<file path="src/hw/rtl/mcf_pkg.sv">
`timescale 1ns / 1ps
// ----------------------------------------------------------------------------
// mcf_pkg
// Shared types and constants of the message chunk fragmenter.
// ----------------------------------------------------------------------------
package mcf_pkg;

  localparam int PACKET_LIMIT        = 1200;
  localparam int TRANSPORT_OVERHEAD  = 50;
  localparam int HEADER_BYTES        = 16;
  localparam int PAYLOAD_RESET       = PACKET_LIMIT - TRANSPORT_OVERHEAD - HEADER_BYTES;
  localparam int LENGTH_BITS_DEFAULT = 16;

  // configuration port
  localparam int APB_ADDR_W = 3;
  localparam int APB_DATA_W = 32;
  localparam int CFG_W      = 16;
  localparam logic [0:0] REG_CHUNK_PAYLOAD = 1'b0;

  typedef struct packed {
    logic [7:0]  data_byte;
    logic [15:0] message_length;
  } in_item_t;

  typedef struct packed {
    logic [7:0] out_byte;
    logic       chunked;
    logic       packet_end;
    logic       run_last;
  } out_item_t;

endpackage

</file>
<file path="src/hw/rtl/mcf_regs.sv">
`timescale 1ns / 1ps
// ----------------------------------------------------------------------------
// mcf_regs
// Configuration register file on an APB-style port.
// ----------------------------------------------------------------------------
module mcf_regs (
  input  logic                           clk_i,
  input  logic                           rst_ni,
  input  logic                           psel,
  input  logic                           penable,
  input  logic                           pwrite,
  input  logic [mcf_pkg::APB_ADDR_W-1:0] paddr,
  input  logic [mcf_pkg::APB_DATA_W-1:0] pwdata,
  output logic [mcf_pkg::APB_DATA_W-1:0] prdata,
  output logic                           pready,
  output logic [mcf_pkg::CFG_W-1:0]      chunk_payload_o
);
  import mcf_pkg::*;

  logic [CFG_W-1:0] chunk_payload_q;
  logic             reg_sel;
  logic             wr_en;

  // word index is the address bit above the byte offset
  assign reg_sel = (paddr[APB_ADDR_W-1:2] == REG_CHUNK_PAYLOAD);
  assign wr_en   = psel && penable && pwrite && reg_sel;

  always_ff @(posedge clk_i or negedge rst_ni) begin
    if (!rst_ni) begin
      chunk_payload_q <= CFG_W'(PAYLOAD_RESET);
    end else if (wr_en) begin
      chunk_payload_q <= pwdata[CFG_W-1:0];
    end
  end

  always_comb begin
    prdata = '0;
    if (reg_sel) begin
      prdata = APB_DATA_W'(chunk_payload_q);
    end
  end

  assign pready          = 1'b1;
  assign chunk_payload_o = chunk_payload_q;

endmodule

</file>
<file path="src/hw/rtl/mcf_div.sv">
`timescale 1ns / 1ps
// ----------------------------------------------------------------------------
// mcf_div
// Restoring divider, one quotient bit per cycle.
// ----------------------------------------------------------------------------
module mcf_div #(
  parameter int W = 17
) (
  input  logic         clk_i,
  input  logic         rst_ni,
  input  logic         start_i,
  input  logic [W-1:0] dividend_i,
  input  logic [W-1:0] divisor_i,
  output logic         done_o,
  output logic [W-1:0] quotient_o
);
  localparam int CW = $clog2(W + 1);

  logic [W-1:0]  rem_q, quo_q, dvs_q;
  logic [CW-1:0] cnt_q;
  logic          done_q;
  logic [W:0]    shifted;
  logic [W+1:0]  diff;
  logic          ge;
  logic [W-1:0]  rem_d;

  assign shifted = {rem_q, quo_q[W-1]};
  assign diff    = {1'b0, shifted} - {2'b00, dvs_q};
  assign ge      = !diff[W+1];
  assign rem_d   = ge ? diff[W-1:0] : shifted[W-1:0];

  always_ff @(posedge clk_i or negedge rst_ni) begin
    if (!rst_ni) begin
      cnt_q  <= '0;
      done_q <= 1'b0;
    end else begin
      done_q <= 1'b0;
      if (start_i) begin
        cnt_q <= CW'(W);
      end else if (cnt_q != '0) begin
        cnt_q <= cnt_q - CW'(1);
        if (cnt_q == CW'(1)) begin
          done_q <= 1'b1;
        end
      end
    end
  end

  always_ff @(posedge clk_i) begin
    if (start_i) begin
      rem_q <= '0;
      quo_q <= dividend_i;
      dvs_q <= divisor_i;
    end else if (cnt_q != '0) begin
      rem_q <= rem_d;
      quo_q <= {quo_q[W-2:0], ge};
    end
  end

  assign done_o     = done_q;
  assign quotient_o = quo_q;

endmodule

</file>
<file path="src/hw/rtl/message_chunk_fragmenter.sv">
`timescale 1ns / 1ps
// ----------------------------------------------------------------------------
// message_chunk_fragmenter
// Cuts a message byte stream into whole-message or headered chunk packets.
// ----------------------------------------------------------------------------
// sequence: a byte that opens no chunk goes from its request through the data
//   step into the output register; one that opens a chunk first passes a size
//   step and 16 header bytes before its data byte, and the first byte of a
//   chunked message also waits for the total-chunks division
// flow: one request at a time, a new one is taken only once the sequencer is
//   back in idle; the output register frees up as results are taken
// reset: asynchronous, clears frame counter and message state, payload 1134
module message_chunk_fragmenter #(
  parameter int LENGTH_BITS = mcf_pkg::LENGTH_BITS_DEFAULT
) (
  input  logic                           clk_i,
  input  logic                           rst_ni,
  input  logic                           in_valid_i,
  output logic                           in_ready_o,
  input  mcf_pkg::in_item_t              in_data_i,
  output logic                           out_valid_o,
  input  logic                           out_ready_i,
  output mcf_pkg::out_item_t             out_data_o,
  input  logic                           psel,
  input  logic                           penable,
  input  logic                           pwrite,
  input  logic [mcf_pkg::APB_ADDR_W-1:0] paddr,
  input  logic [mcf_pkg::APB_DATA_W-1:0] pwdata,
  output logic [mcf_pkg::APB_DATA_W-1:0] prdata,
  output logic                           pready
);
  import mcf_pkg::*;

  localparam int LB = LENGTH_BITS;
  localparam int DW = LB + 1;

  localparam logic [2:0] S_IDLE = 3'd0;
  localparam logic [2:0] S_DIV  = 3'd1;
  localparam logic [2:0] S_SIZE = 3'd2;
  localparam logic [2:0] S_HDR  = 3'd3;
  localparam logic [2:0] S_DATA = 3'd4;

  localparam logic [1:0] HDR_FRAME = 2'd0;
  localparam logic [1:0] HDR_INDEX = 2'd1;
  localparam logic [1:0] HDR_TOTAL = 2'd2;
  localparam logic [1:0] HDR_SIZE  = 2'd3;

  logic [CFG_W-1:0] cfg_payload;
  logic [2:0]       state_q;
  logic [31:0]      frame_q;
  logic [LB-1:0]    pos_q, idx_q, total_q, left_q;
  logic [LB-1:0]    len_q, pay_q;
  logic [7:0]       byte_q;
  logic [3:0]       hdr_cnt_q;
  logic             out_valid_q;
  out_item_t        out_q;

  logic [LB-1:0]    pay_raw, pay_eff, len_in;
  logic             accept, need_div, slot_free, out_load;
  logic [DW-1:0]    div_dividend, div_quotient;
  logic             div_done;
  logic             msg_end;
  logic [LB-1:0]    remain, next_size, left_dec;
  logic [31:0]      hdr_word;
  logic [4:0]       hdr_shift;
  logic [7:0]       hdr_byte;

  mcf_regs u_regs (
    .clk_i           (clk_i),
    .rst_ni          (rst_ni),
    .psel            (psel),
    .penable         (penable),
    .pwrite          (pwrite),
    .paddr           (paddr),
    .pwdata          (pwdata),
    .prdata          (prdata),
    .pready          (pready),
    .chunk_payload_o (cfg_payload)
  );

  assign pay_raw   = LB'(cfg_payload);
  assign pay_eff   = (pay_raw == '0) ? LB'(1) : pay_raw;
  assign len_in    = LB'(in_data_i.message_length);
  assign in_ready_o = (state_q == S_IDLE);
  assign accept    = in_valid_i && in_ready_o;
  assign need_div  = (pos_q == '0) && (len_in > pay_eff);
  assign slot_free = !out_valid_q || out_ready_i;
  assign out_load  = slot_free && (state_q inside {S_HDR, S_DATA});

  // ceil(len / pay) as floor((len + pay - 1) / pay)
  assign div_dividend = {1'b0, len_in} + {1'b0, pay_eff} - DW'(1);

  mcf_div #(.W(DW)) u_div (
    .clk_i      (clk_i),
    .rst_ni     (rst_ni),
    .start_i    (accept && need_div),
    .dividend_i (div_dividend),
    .divisor_i  ({1'b0, pay_eff}),
    .done_o     (div_done),
    .quotient_o (div_quotient)
  );

  assign msg_end    = ({1'b0, pos_q} + DW'(1)) >= {1'b0, len_q};
  assign remain     = (len_q > pos_q) ? (len_q - pos_q) : LB'(1);
  assign next_size  = (remain < pay_q) ? remain : pay_q;
  assign left_dec   = left_q - LB'(1);

  always_comb begin
    case (hdr_cnt_q[3:2])
      HDR_FRAME: hdr_word = frame_q;
      HDR_INDEX: hdr_word = 32'(idx_q);
      HDR_TOTAL: hdr_word = 32'(total_q);
      HDR_SIZE:  hdr_word = 32'(left_q);
      default:   hdr_word = '0;
    endcase
  end

  // big-endian: byte 0 of a word is bits 31:24
  assign hdr_shift = {~hdr_cnt_q[1:0], 3'b000};
  assign hdr_byte  = 8'(hdr_word >> hdr_shift);

  always_ff @(posedge clk_i or negedge rst_ni) begin
    if (!rst_ni) begin
      state_q     <= S_IDLE;
      frame_q     <= '0;
      pos_q       <= '0;
      idx_q       <= '0;
      total_q     <= '0;
      left_q      <= '0;
      hdr_cnt_q   <= '0;
      out_valid_q <= 1'b0;
    end else begin
      if (out_load) begin
        out_valid_q <= 1'b1;
      end else if (out_ready_i) begin
        out_valid_q <= 1'b0;
      end
      case (state_q)
        S_IDLE: begin
          if (accept) begin
            if (need_div) begin
              frame_q <= frame_q + 32'd1;
              idx_q   <= '0;
              left_q  <= '0;
              state_q <= S_DIV;
            end else if (pos_q == '0) begin
              total_q <= '0;
              state_q <= S_DATA;
            end else if ((total_q != '0) && (left_q == '0)) begin
              state_q <= S_SIZE;
            end else begin
              state_q <= S_DATA;
            end
          end
        end
        S_DIV: begin
          if (div_done) begin
            total_q <= div_quotient[LB-1:0];
            state_q <= S_SIZE;
          end
        end
        S_SIZE: begin
          left_q    <= next_size;
          hdr_cnt_q <= '0;
          state_q   <= S_HDR;
        end
        S_HDR: begin
          if (slot_free) begin
            hdr_cnt_q   <= hdr_cnt_q + 4'd1;
            if (hdr_cnt_q == 4'(HEADER_BYTES - 1)) begin
              state_q <= S_DATA;
            end
          end
        end
        S_DATA: begin
          if (slot_free) begin
            state_q     <= S_IDLE;
            if (msg_end) begin
              pos_q   <= '0;
              idx_q   <= '0;
              total_q <= '0;
              left_q  <= '0;
            end else begin
              pos_q <= pos_q + LB'(1);
              if (total_q != '0) begin
                left_q <= left_dec;
                if (left_dec == '0) begin
                  idx_q <= idx_q + LB'(1);
                end
              end
            end
          end
        end
        default: begin
          state_q <= S_IDLE;
        end
      endcase
    end
  end

  always_ff @(posedge clk_i) begin
    if (accept) begin
      byte_q <= in_data_i.data_byte;
      len_q  <= len_in;
      pay_q  <= pay_eff;
    end
    if ((state_q == S_HDR) && slot_free) begin
      out_q.out_byte   <= hdr_byte;
      out_q.chunked    <= 1'b1;
      out_q.packet_end <= 1'b0;
      out_q.run_last   <= 1'b0;
    end else if ((state_q == S_DATA) && slot_free) begin
      out_q.out_byte   <= byte_q;
      out_q.chunked    <= (total_q != '0);
      out_q.packet_end <= msg_end || ((total_q != '0) && (left_dec == '0));
      out_q.run_last   <= 1'b1;
    end
  end

  assign out_valid_o = out_valid_q;
  assign out_data_o  = out_q;

`ifndef SYNTH
  a_busy_after_request: assert property (@(posedge clk_i) disable iff (!rst_ni)
    accept |=> !in_ready_o)
    else $error("request taken while the previous one is still in work");

  a_div_on_first_byte: assert property (@(posedge clk_i) disable iff (!rst_ni)
    (state_q == S_DIV) |-> (pos_q == '0))
    else $error("chunk count division outside the first byte of a message");

  a_div_done_in_div: assert property (@(posedge clk_i) disable iff (!rst_ni)
    div_done |-> (state_q == S_DIV))
    else $error("divider finished while the sequencer was not waiting");

  a_header_needs_total: assert property (@(posedge clk_i) disable iff (!rst_ni)
    (state_q == S_HDR) |-> (total_q != '0))
    else $error("chunk header sent with no chunked message open");
`endif

endmodule

</file>
<file path="config.mk">
export PLATFORM = sky130hd
export DESIGN_NAME = message_chunk_fragmenter
export DESIGN_NICKNAME = d
export VERILOG_FILES = /design/src/hw/rtl/mcf_pkg.sv /design/src/hw/rtl/mcf_regs.sv /design/src/hw/rtl/mcf_div.sv /design/src/hw/rtl/message_chunk_fragmenter.sv
export SDC_FILE = /design/constraint.sdc
export NUM_CORES = 1
export LEC_CHECK = 0
export BUFFER_PORTS_ARGS = -buffer_cell sky130_fd_sc_hd__buf_2
export CORE_MARGIN = 8
export CORE_UTILIZATION = 55
export CTS_CLUSTER_SIZE = 20
export DETAILED_ROUTE_END_ITERATION = 16
export HOLD_SLACK_MARGIN = 0.03
export PLACE_DENSITY = 0.71
export RECOVER_POWER = 50
export SLEW_MARGIN = 20
export SYNTH_ARGS = -nofsm -noshare
export SYNTH_HDL_FRONTEND = slang
export SYNTH_SLANG_ARGS = --single-unit
</file>
<file path="constraint.sdc">
create_clock -name clk_i -period 8.91 [get_ports clk_i]
set_clock_uncertainty 0.2 [all_clocks]
set_input_delay 0.891 -clock clk_i [delete_from_list [all_inputs] [get_ports clk_i]]
set_output_delay 0.891 -clock clk_i [all_outputs]
set_load 0.02 [all_outputs]
</file>
==> out/metrics.csv, run 1 <==
metric,value,unit
min_path_type,flip-flop to flip-flop,
grt_remaining_overflow,0,
core,26800,um^2
clockBufferDepth,3,
r2r_cells,14,
ctsHoldBuffers,0,
drt_iter0_drc,1077,
finalWeightedCongestion,0.929,
drt-pass1-iter-count,6,
final_util,0.606,
fin_nets,1799,
ys_ff_latch,227,
root_buffer,clkbuf_16,
ys_types,89,
min_path_cells,1,
crit_path_cell_trace,"ha_1, nand4_1, or2_1, nor4_1, xnor2_1, ha_1, o21a_1, a21oi_1, a21oi_1, and2_1, or2_0, a21oi_1, or4_1, a22o_1",
fmax,0.196,GHz
period_needed,5.11,ns
vias,11816,
status,finished with violations,
syn_avg_cell_area,9.52,um^2
finalCritPeriodShare,0.573,
ctsResizeCount,0,
grt_max_degree,70,
syn2layout_area_growth,8.89,%
synth_edf_count,81,
ys_top_cells_by_area,"dfrtp_1 20%, edfxtp_1 16%, ha_1 10%",
cts_buffers,26,
dieArea,32700,um^2
antenna_found_initial,0,
clock_latency,0.54,ns
place_ws,3.61,ns
async_flop_share,0.555,
worstPathArrival,5.33,ns
start_util,0.557,
path_max_fanout,16,
final-max-slew-violation-count,111,
rsz0062_at_grt,false,
post-dp-hpwl,28.3,mm
fp.dieW,181,um
endpoint_kind,flip-flop,
fp-row-count,60,
yosysTopAreaCell,dfrtp_1,
fin_ws,3.80,ns
post_cts_buffers,0,
htreeDepth,1,
via_per_inst,5.99,
grt_use_total,0.225,
drc_errors,0,
cts_sinks,227,
pin_count,112,
violations,"max-capacitance violations, max-slew violations",
critPathLaunchType,flip-flop,
drive_above_1_share,0.109,
cts_tree,done,
synth_sequential_area_ratio,0.402,
grt_pass1_vias,11583,
crit_family,simple AND/OR/NAND/NOR gates,
cp_data_required_time,9.13,ns
multi_input_area,8010,um^2
whs,0.271,ns
syn_inst,1568,
powerDensity,309,nW/um^2
syn_area,14900,um^2
critical_path_class,flip-flop to flip-flop,
wire_per_inst,18.9,um
fin_tns_setup,0,ns
ant_nets,0,
slowest_stage,or4_1,
routed_wl,37.3,mm
register_area,5990,um^2
die_y,181,um
tightest_slew,3.82,ns
path_common_cell,a21oi_1,
synth_top_area_share,0.201,
diodes,0,
leakagePower,7.15,nW
max-cap-violations,2,
vdd_drop_max,0.000229,V
relSlewSlack,-1.55,
ys.flop_type,dfrtp_1,
grt_pass1_wl,60.7,mm
fillers,2246,
slowest_delay,0.81,ns
cp.depth,14,
setup_viol,0,
clk_pin_slew,0.06,ns
path_buf_inv,0,
hold_viol,0,
yosysWarnings,0,
port_buffers,76,
placed cells by master, fill, tap and decap left out, types with 7 or more instances in the layout:
| cell | netlist | routed |
|---|---|---|
| edfxtp_1 | 81 | 81 |
| xor2_1 | 30 | 30 |
| o21ai_0 | 92 | 92 |
| nor2_1 | 112 | 112 |
| o211ai_1 | 25 | 25 |
| buf_2 | 4 | 46 |
| nand2_1 | 119 | 119 |
| ha_1 | 120 | 120 |
| conb_1 | 2 | 17 |
| or3_1 | 11 | 11 |
| nor3_1 | 38 | 38 |
| dfrtp_1 | 120 | 119 |
| a21o_1 | 12 | 12 |
| o22ai_1 | 11 | 11 |
| a22oi_1 | 15 | 15 |
| nor2b_1 | 17 | 17 |
| and2_1 | 9 | 9 |
| nand4_1 | 28 | 28 |
| nand2b_1 | 7 | 7 |
| a21oi_1 | 91 | 91 |
| mux4_2 | 16 | 16 |
| a22o_1 | 16 | 16 |
| inv_1 | 151 | 151 |
| nor4_1 | 18 | 18 |
| or4_1 | 11 | 11 |
| and3_1 | 22 | 22 |
| mux2_2 | 38 | 38 |
| nand3_1 | 47 | 47 |
| a211oi_1 | 15 | 15 |
| or2_2 | 8 | 8 |
| dfxtp_1 | 20 | 20 |
| a31oi_1 | 12 | 11 |
| clkbuf_1 | 52 | 41 |
| clkbuf_16 | 0 | 26 |
| o21a_1 | 14 | 14 |
| xnor2_1 | 51 | 51 |
kinds of logic (layout without fill, tap and decap cells):
kind of cell / count (synthesis) / in the layout / share of synthesized area
simple gates: 482 / 482 / 0.165
compound gates: 359 / 359 / 0.156
buf+inv: 234 / 281 / 0.0671
flops: 227 / 227 / 0.402
fa+ha+maj: 123 / 123 / 0.105
xor+xnor: 81 / 81 / 0.0475
mux: 60 / 60 / 0.0568
other cells: 2 / 17 / 0.000503
final timing paths:
check	slack, ns	endpoint	from
max	3.80	total_q[5]	pos_q[0]
min	0.27	out_data_o[0]	out_data_o[0]
max reg2reg	3.80	total_q[5]	pos_q[0]
min reg2reg	0.27	out_data_o[0]	out_data_o[0]
max in group asynchronous	4.58	hdr_cnt_q[2]	rst_ni
min in group asynchronous	1.47	pos_q[2]	rst_ni
flip-flops by register name, indices dropped and copies added (netlist names), 3 cells and up:
| name | count |
|---|---|
| frame_q | 32 |
| u_div.quotient_o | 17 |
| u_div.rem_q | 17 |
| idx_q | 16 |
| left_q | 16 |
| len_q | 16 |
| pay_q | 16 |
| pos_q | 16 |
| total_q | 16 |
| u_div.dvs_q | 16 |
| u_regs.chunk_payload_o | 16 |
| out_data_o | 11 |
| byte_q | 8 |
| u_div.cnt_q | 5 |
| hdr_cnt_q | 4 |
| state_q | 3 |
synth_stat cells, types with 6 or more instances:
cell / number
o31ai_1: 6
xor2_1: 30
nand2b_1: 7
a31oi_1: 12
mux2i_1: 6
o211ai_1: 25
nor2_1: 112
nand3_1: 47
a21oi_1: 91
edfxtp_1: 81
ha_1: 120
and4_1: 6
dfrtp_1: 120
dfxtp_1: 20
or4_1: 11
o21a_1: 14
mux2_2: 38
buf_4: 20
nor2b_1: 17
and2_1: 9
a211oi_1: 15
or2_2: 8
nand4_1: 28
o22ai_1: 11
a22o_1: 16
mux4_2: 16
o21ai_0: 92
dfstp_2: 6
xnor2_1: 51
or3_1: 11
a21o_1: 12
inv_1: 151
clkbuf_1: 52
nand2_1: 119
nor3_1: 38
a211o_1: 6
nor4_1: 18
and3_1: 22
a22oi_1: 15
power breakdown:
group / internal, mW / total [mW] / switching [mW]
Sequential: 1.38 / 1.66 / 0.279
Combinational: 0.908 / 2.28 / 1.37
Clock: 0.661 / 1.08 / 0.423
routing by layer:
metal | vias to the layer above | global-route usage | share of wire
li1 | 5711 | - | -
met1 | 5656 | 0.310 | 0.46
met2 | 378 | 0.368 | 0.46
met3 | 71 | 0.0299 | 0.056
met4 | 0 | 0.0589 | 0.025
met5 | - | 0 | 0
through the flow:
step | instances | total power [mW] | area [um^2]
final | 1971 | 5.02 | 16300
after CTS | 1971 | 5.02 | 16300
after detailed placement | 1923 | 3.91 | 15400
after global routing | 1971 | 5.39 | 16300
after global placement | 1923 | 3.86 | 15400
after floorplan | 1583 | 3.35 | 15000
cell type report:
cell class | count | share of cell area
multi-input cells | 1122 | 0.493
flip-flops and latches | 227 | 0.369
clock buffers | 40 | 0.0457
inverters | 152 | 0.0351
well taps | 341 | 0.0263
repair buffers | 81 | 0.0232
clock inverters | 8 | 0.00793
No activity file was read; power rests on OpenSTA's default activity.
==> run 2: changes to the inputs <==
==> constraint.sdc (replaced) <==
create_clock -name clk_i -period 5.2 [get_ports clk_i]
set_clock_uncertainty 0.2 [all_clocks]
set_input_delay 0.52 -clock clk_i [delete_from_list [all_inputs] [get_ports clk_i]]
set_output_delay 0.52 -clock clk_i [all_outputs]
set_load 0.02 [all_outputs]
==> out/metrics.csv, run 2 (synthesis results as in run 1) <==
metric,value,unit
final_common_cell,inv_1,
root_buffer,clkbuf_16,
wl_met1,17.0,mm
final-max-slew-violation-count,81,
cts_buffers,26,
largest_register_ffs,32,
syn2layout_area_growth,11.8,%
htreeDepth,1,
fp.dieW,181,um
post-dp-hpwl,28.7,mm
fin_tns_setup,0,ns
leakagePower,7.34,nW
drc_errors,0,
min_path_type,flip-flop to flip-flop,
dr_wl_met3,2.49,mm
largest_register,frame_q,
critPathLaunchType,flip-flop,
core,26800,um^2
r2r_cells,16,
violations,"max-capacitance violations, max-slew violations",
highest_layer,met4,
vias,12092,
placed_cell_area,15500,um^2
grt_use_total,0.230,
dieArea,32700,um^2
mostFrequentLayoutCells,"151 x inv_1, 120 x ha_1, 119 x nand2_1, 119 x dfrtp_1, 112 x nor2_1",
drive_above_1_share,0.112,
hold_path_end,out_data_o[0],
vdd_drop_max,0.000396,V
drt_iter0_drc,1091,
drt-pass1-iter-count,8,
via_per_inst,5.98,
grt_pass1_wl,61.7,mm
worstPathArrival,5.02,ns
cp_data_required_time,5.38,ns
finalWeightedCongestion,0.937,
endpoint_kind,flip-flop,
final_util,0.622,
finalCritPeriodShare,0.930,
pin_count,112,
ant_nets,0,
routed_wl,38.5,mm
start_util,0.557,
cts_sinks,227,
relSlewSlack,-0.567,
path_max_fanout,14,
antenna_found_initial,0,
grt_pass1_vias,11765,
max-cap-violations,2,
rsz0062_at_grt,false,
r2r-start,pos_q[13],
hold_start,out_data_o[0],
clockBufferDepth,3,
powerDensity,515,nW/um^2
whs,0.264,ns
tightest_slew,2.35,ns
die_y,181,um
cts_tree,done,
worstReg2RegEnd,left_q[7],
diodes,0,
setup_viol,0,
regToRegSetupSlack,0.36,ns
hold_viol,0,
grt_remaining_overflow,0,
period_needed,4.84,ns
fin_area,16700,um^2
fin_nets,1850,
fmax,0.207,GHz
port_buffers,76,
fp-row-count,60,
min_path_cells,1,
critical_path_class,flip-flop to flip-flop,
clk_pin_slew,0.06,ns
wire_per_inst,19.0,um
met2RoutedLength,17.8,mm
status,finished with violations,
clock_latency,0.53,ns
grt_max_degree,52,
run 2: report_power, final:
part	switching [mW]	internal, mW
sequential	0.473	2.37
combinational	2.38	1.61
clock	0.732	1.02
total	3.58	5.00
run 2: worst max-delay path by stage:
stage                         start   endpoint  slack (ns)  cells after the start
after floorplan           pos_q[13]  left_q[5]        0.70                     17
after global placement    pos_q[13]  left_q[7]        0.50                     16
after detailed placement  pos_q[13]  left_q[7]        0.44                     16
after CTS                 pos_q[13]  left_q[7]        0.42                     16
after global routing      pos_q[13]  left_q[7]        0.09                     16
final                     pos_q[13]  left_q[7]        0.36                     16
run 2: timing repair:
item	4_1_cts	5_1_grt
hold endpoints to repair	79	0
hold buffers	41	0
gates resized for setup	0	1
setup buffers	0	0
endpoints found under the setup margin	0	1
run 2: critical path, cell delays in order, from the launching register on:
cell and delay (ns):
dfrtp_1 0.41, inv_1 0.13, ha_1 0.39, a21o_1 0.22, a21o_1 0.20, a221o_1 0.37
o21ai_1 0.36, buf_4 0.22, nor2_1 0.06, ha_1 0.31, nand4_1 0.09, or2_2 0.32
a211oi_1 0.25, a21o_1 0.43, nor2_1 0.21, a22oi_1 0.39, o211ai_1 0.15
run 2: cell type report:
type                       count  area [um^2]
tap                          341          427
fill                        2235        10100
clock buffer                  41          772
timing repair buffer         132          852
clock inverter                 7         48.8
multi-input combinational   1122         8020
inverter                     152          571
sequential                   227         5990
run 2: metal layers:
layer | up-vias | GRT usage
met5 | - | 0
met4 | 0 | 0.0688
met3 | 76 | 0.0351
met2 | 402 | 0.381
met1 | 5816 | 0.307
li1 | 5798 | -
run 2: stage by stage:
stage / cells / total power [mW] / setup slack [ns]
after floorplan: 1583 / 5.73 / 0.699
after global placement: 1933 / 6.68 / 0.498
after detailed placement: 1933 / 6.77 / 0.441
after CTS: 2022 / 8.58 / 0.422
after global routing: 2022 / 9.17 / 0.0941
final: 2022 / 8.58 / 0.364
==> run 3: changes to the inputs <==
--- a/config.mk
+++ b/config.mk
@@ -16,4 +16,5 @@
 export SLEW_MARGIN = 20
 export SYNTH_ARGS = -nofsm -noshare
 export SYNTH_HDL_FRONTEND = slang
+export SYNTH_HIERARCHICAL = 1
 export SYNTH_SLANG_ARGS = --single-unit
==> out/metrics.csv, run 3 <==
metric,value,unit
fin_nets,1869,
tightest_slew,2.11,ns
worstPathArrival,5.01,ns
fp.dieW,183,um
yosysTopAreaCell,dfrtp_1,
critical_path_class,flip-flop to flip-flop,
final_common_cell,inv_1,
endpoint_kind,flip-flop,
clk_pin_slew,0.06,ns
drt-pass1-iter-count,5,
yosysMostFrequentCell,inv_1,
root_buffer,clkbuf_16,
status,finished with violations,
critPathLaunch,len_q[0],
vias,12386,
via_per_inst,5.96,
mostFrequentLayoutCells,"151 x inv_1, 130 x nor2_1, 121 x ha_1",
ys_ff_latch,228,
relSlewSlack,-0.408,
synth_top_family_by_area,simple AND/OR/NAND/NOR gates,
grt_use_total,0.238,
cts_buffers,26,
violations,"max-capacitance violations, max-slew violations",
placed_cell_area,16000,um^2
clock_latency,0.53,ns
instances_no_fill,2077,
regToRegSetupSlack,0.37,ns
finalCritPeriodShare,0.929,
drc_errors,0,
port_buffers,76,
syn2layout_area_growth,11.7,%
synth_sequential_area_ratio,0.391,
hold_start,pwdata[15],
grt_pass1_wl,64.4,mm
synth-simple-area-share,0.162,
ys_top_cells_by_area,"dfrtp_1 20%, edfxtp_1 16%, ha_1 9.8%",
fmax,0.207,GHz
setup_viol,0,
period_needed,4.83,ns
routed_wl,40.4,mm
largest_register_ffs,32,
ant_nets,0,
hold_path_end,u_regs/chunk_payload_o[15],
hold_viol,0,
synth_edf_count,82,
async_flop_share,0.553,
finalWeightedCongestion,0.921,
r2r_cells,20,
post-dp-hpwl,29.9,mm
drt_iter0_drc,1065,
clockBufferDepth,3,
die_y,183,um
grt_remaining_overflow,0,
critPathLaunchType,flip-flop,
syn_area,15400,um^2
synth_top_area_share,0.195,
synth-compound-area-share,0.151,
cts_sinks,228,
wire_per_inst,19.4,um
pin_count,112,
leakagePower,7.42,nW
core,27700,um^2
fp-row-count,61,
synth_adder_area_share,0.102,
syn_inst,1597,
fin_ws,0.372,ns
synth_xor_area_frac,0.0512,
p_total,6.78,mW
ys.flop_type,dfrtp_1,
fin_area,17200,um^2
start_util,0.556,
fin_tns_setup,0,ns
muxShareOfSynthArea,0.0745,
rsz0062_at_grt,false,
final-max-slew-violation-count,76,
grt_pass1_vias,11997,
placed_cells,1991,
worstReg2RegEnd,left_q[5],
min_path_type,input port to flip-flop,
htreeDepth,1,
min_path_cells,2,
vdd_drop_max,0.000304,V
place_ws,0.507,ns
largest_register,frame_q,
cts_tree,done,
dieArea,33600,um^2
cp_data_required_time,5.39,ns
yosys-top-cells-count,"151 x inv_1, 132 x nor2_1, 121 x ha_1",
path_max_fanout,16,
diodes,0,
drive_above_1_share,0.102,
powerDensity,394,nW/um^2
max-cap-violations,2,
grt_max_degree,56,
yosysWarnings,6,
r2r-start,len_q[0],
fillers,2330,
antenna_found_initial,0,
syn_avg_cell_area,9.64,um^2
ys_types,98,
## run 3: final cells by class
cell class	count	area, um^2	share of cell area
Timing Repair Buffer	134	860	0.0500
Inverter	151	567	0.0330
Multi-Input combinational cell	1138	8370	0.487
Sequential cell	228	6020	0.350
Tap cell	378	473	0.0275
Clock inverter	10	154	0.00895
Clock buffer	38	747	0.0434
## run 3: worst max-delay path by stage
stage,to,slack [ns],depth (start not counted)
floorplan,left_q[3],0.12,21
detailed placement,left_q[2],0.51,20
CTS,left_q[5],0.44,20
global route,left_q[4],0.03,20
finish,left_q[5],0.37,20
global placement,left_q[5],0.56,20
## run 3: critical path, cell delays in order, from the launching register on
cell and delay [ns]:
edfxtp_1 0.39, inv_1 0.07, ha_1 0.15, inv_1 0.06, fa_1 0.42, a211oi_1 0.28, o211ai_1 0.18, a31oi_1 0.32
o211a_1 0.21, nand2b_1 0.20, nor2_1 0.11, ha_1 0.33, nand2_1 0.07, o21ai_0 0.26, a211oi_1 0.12, a2111oi_0 0.37
o21ai_0 0.20, nand2_1 0.15, buf_12 0.17, mux2i_1 0.28, o221ai_1 0.14
## run 3: stage by stage
step / hold WS, ns / utilization
after CTS: 0.0324 / 0.625
after detailed placement: 0.239 / 0.579
after global routing: 0.0451 / 0.621
after floorplan: 0.0244 / -
after global placement: 0.238 / 0.579
final: 0.0493 / 0.621
## run 3: per-layer routing
layer | vias up | track usage | wire, um
li1 | 5900 | - | -
met1 | 5992 | 0.316 | 17400
met2 | 436 | 0.395 | 18900
met3 | 58 | 0.0410 | 3040
met4 | 0 | 0.0654 | 1040
met5 | - | 0 | 0
## run 3: cell families after synthesis
| kind of cell | after synthesis |
|---|---|
| DFF | 228 |
| and+or+nand+nor | 496 |
| AOI/OAI and AO/OA | 326 |
| xor gates and xnor gates | 90 |
| muxes | 84 |
| other | 3 |
| adders and majority gates | 124 |
| buffers and inverters | 246 |
## run 3: timing repair
action                                 CTS  global route
endpoints found under the hold margin   63             0
setup endpoints to repair                0             6
buffers inserted                         0             0
hold buffers                            38             0
resized for setup                        0             1
## run 3: report_power, final
part / switching [mW] / internal [mW] / total, mW
Clock: 0.735 / 1.19 / 1.93
Combinational: 1.35 / 0.963 / 2.31
Sequential: 0.420 / 2.12 / 2.54
Total: 2.50 / 4.28 / 6.78
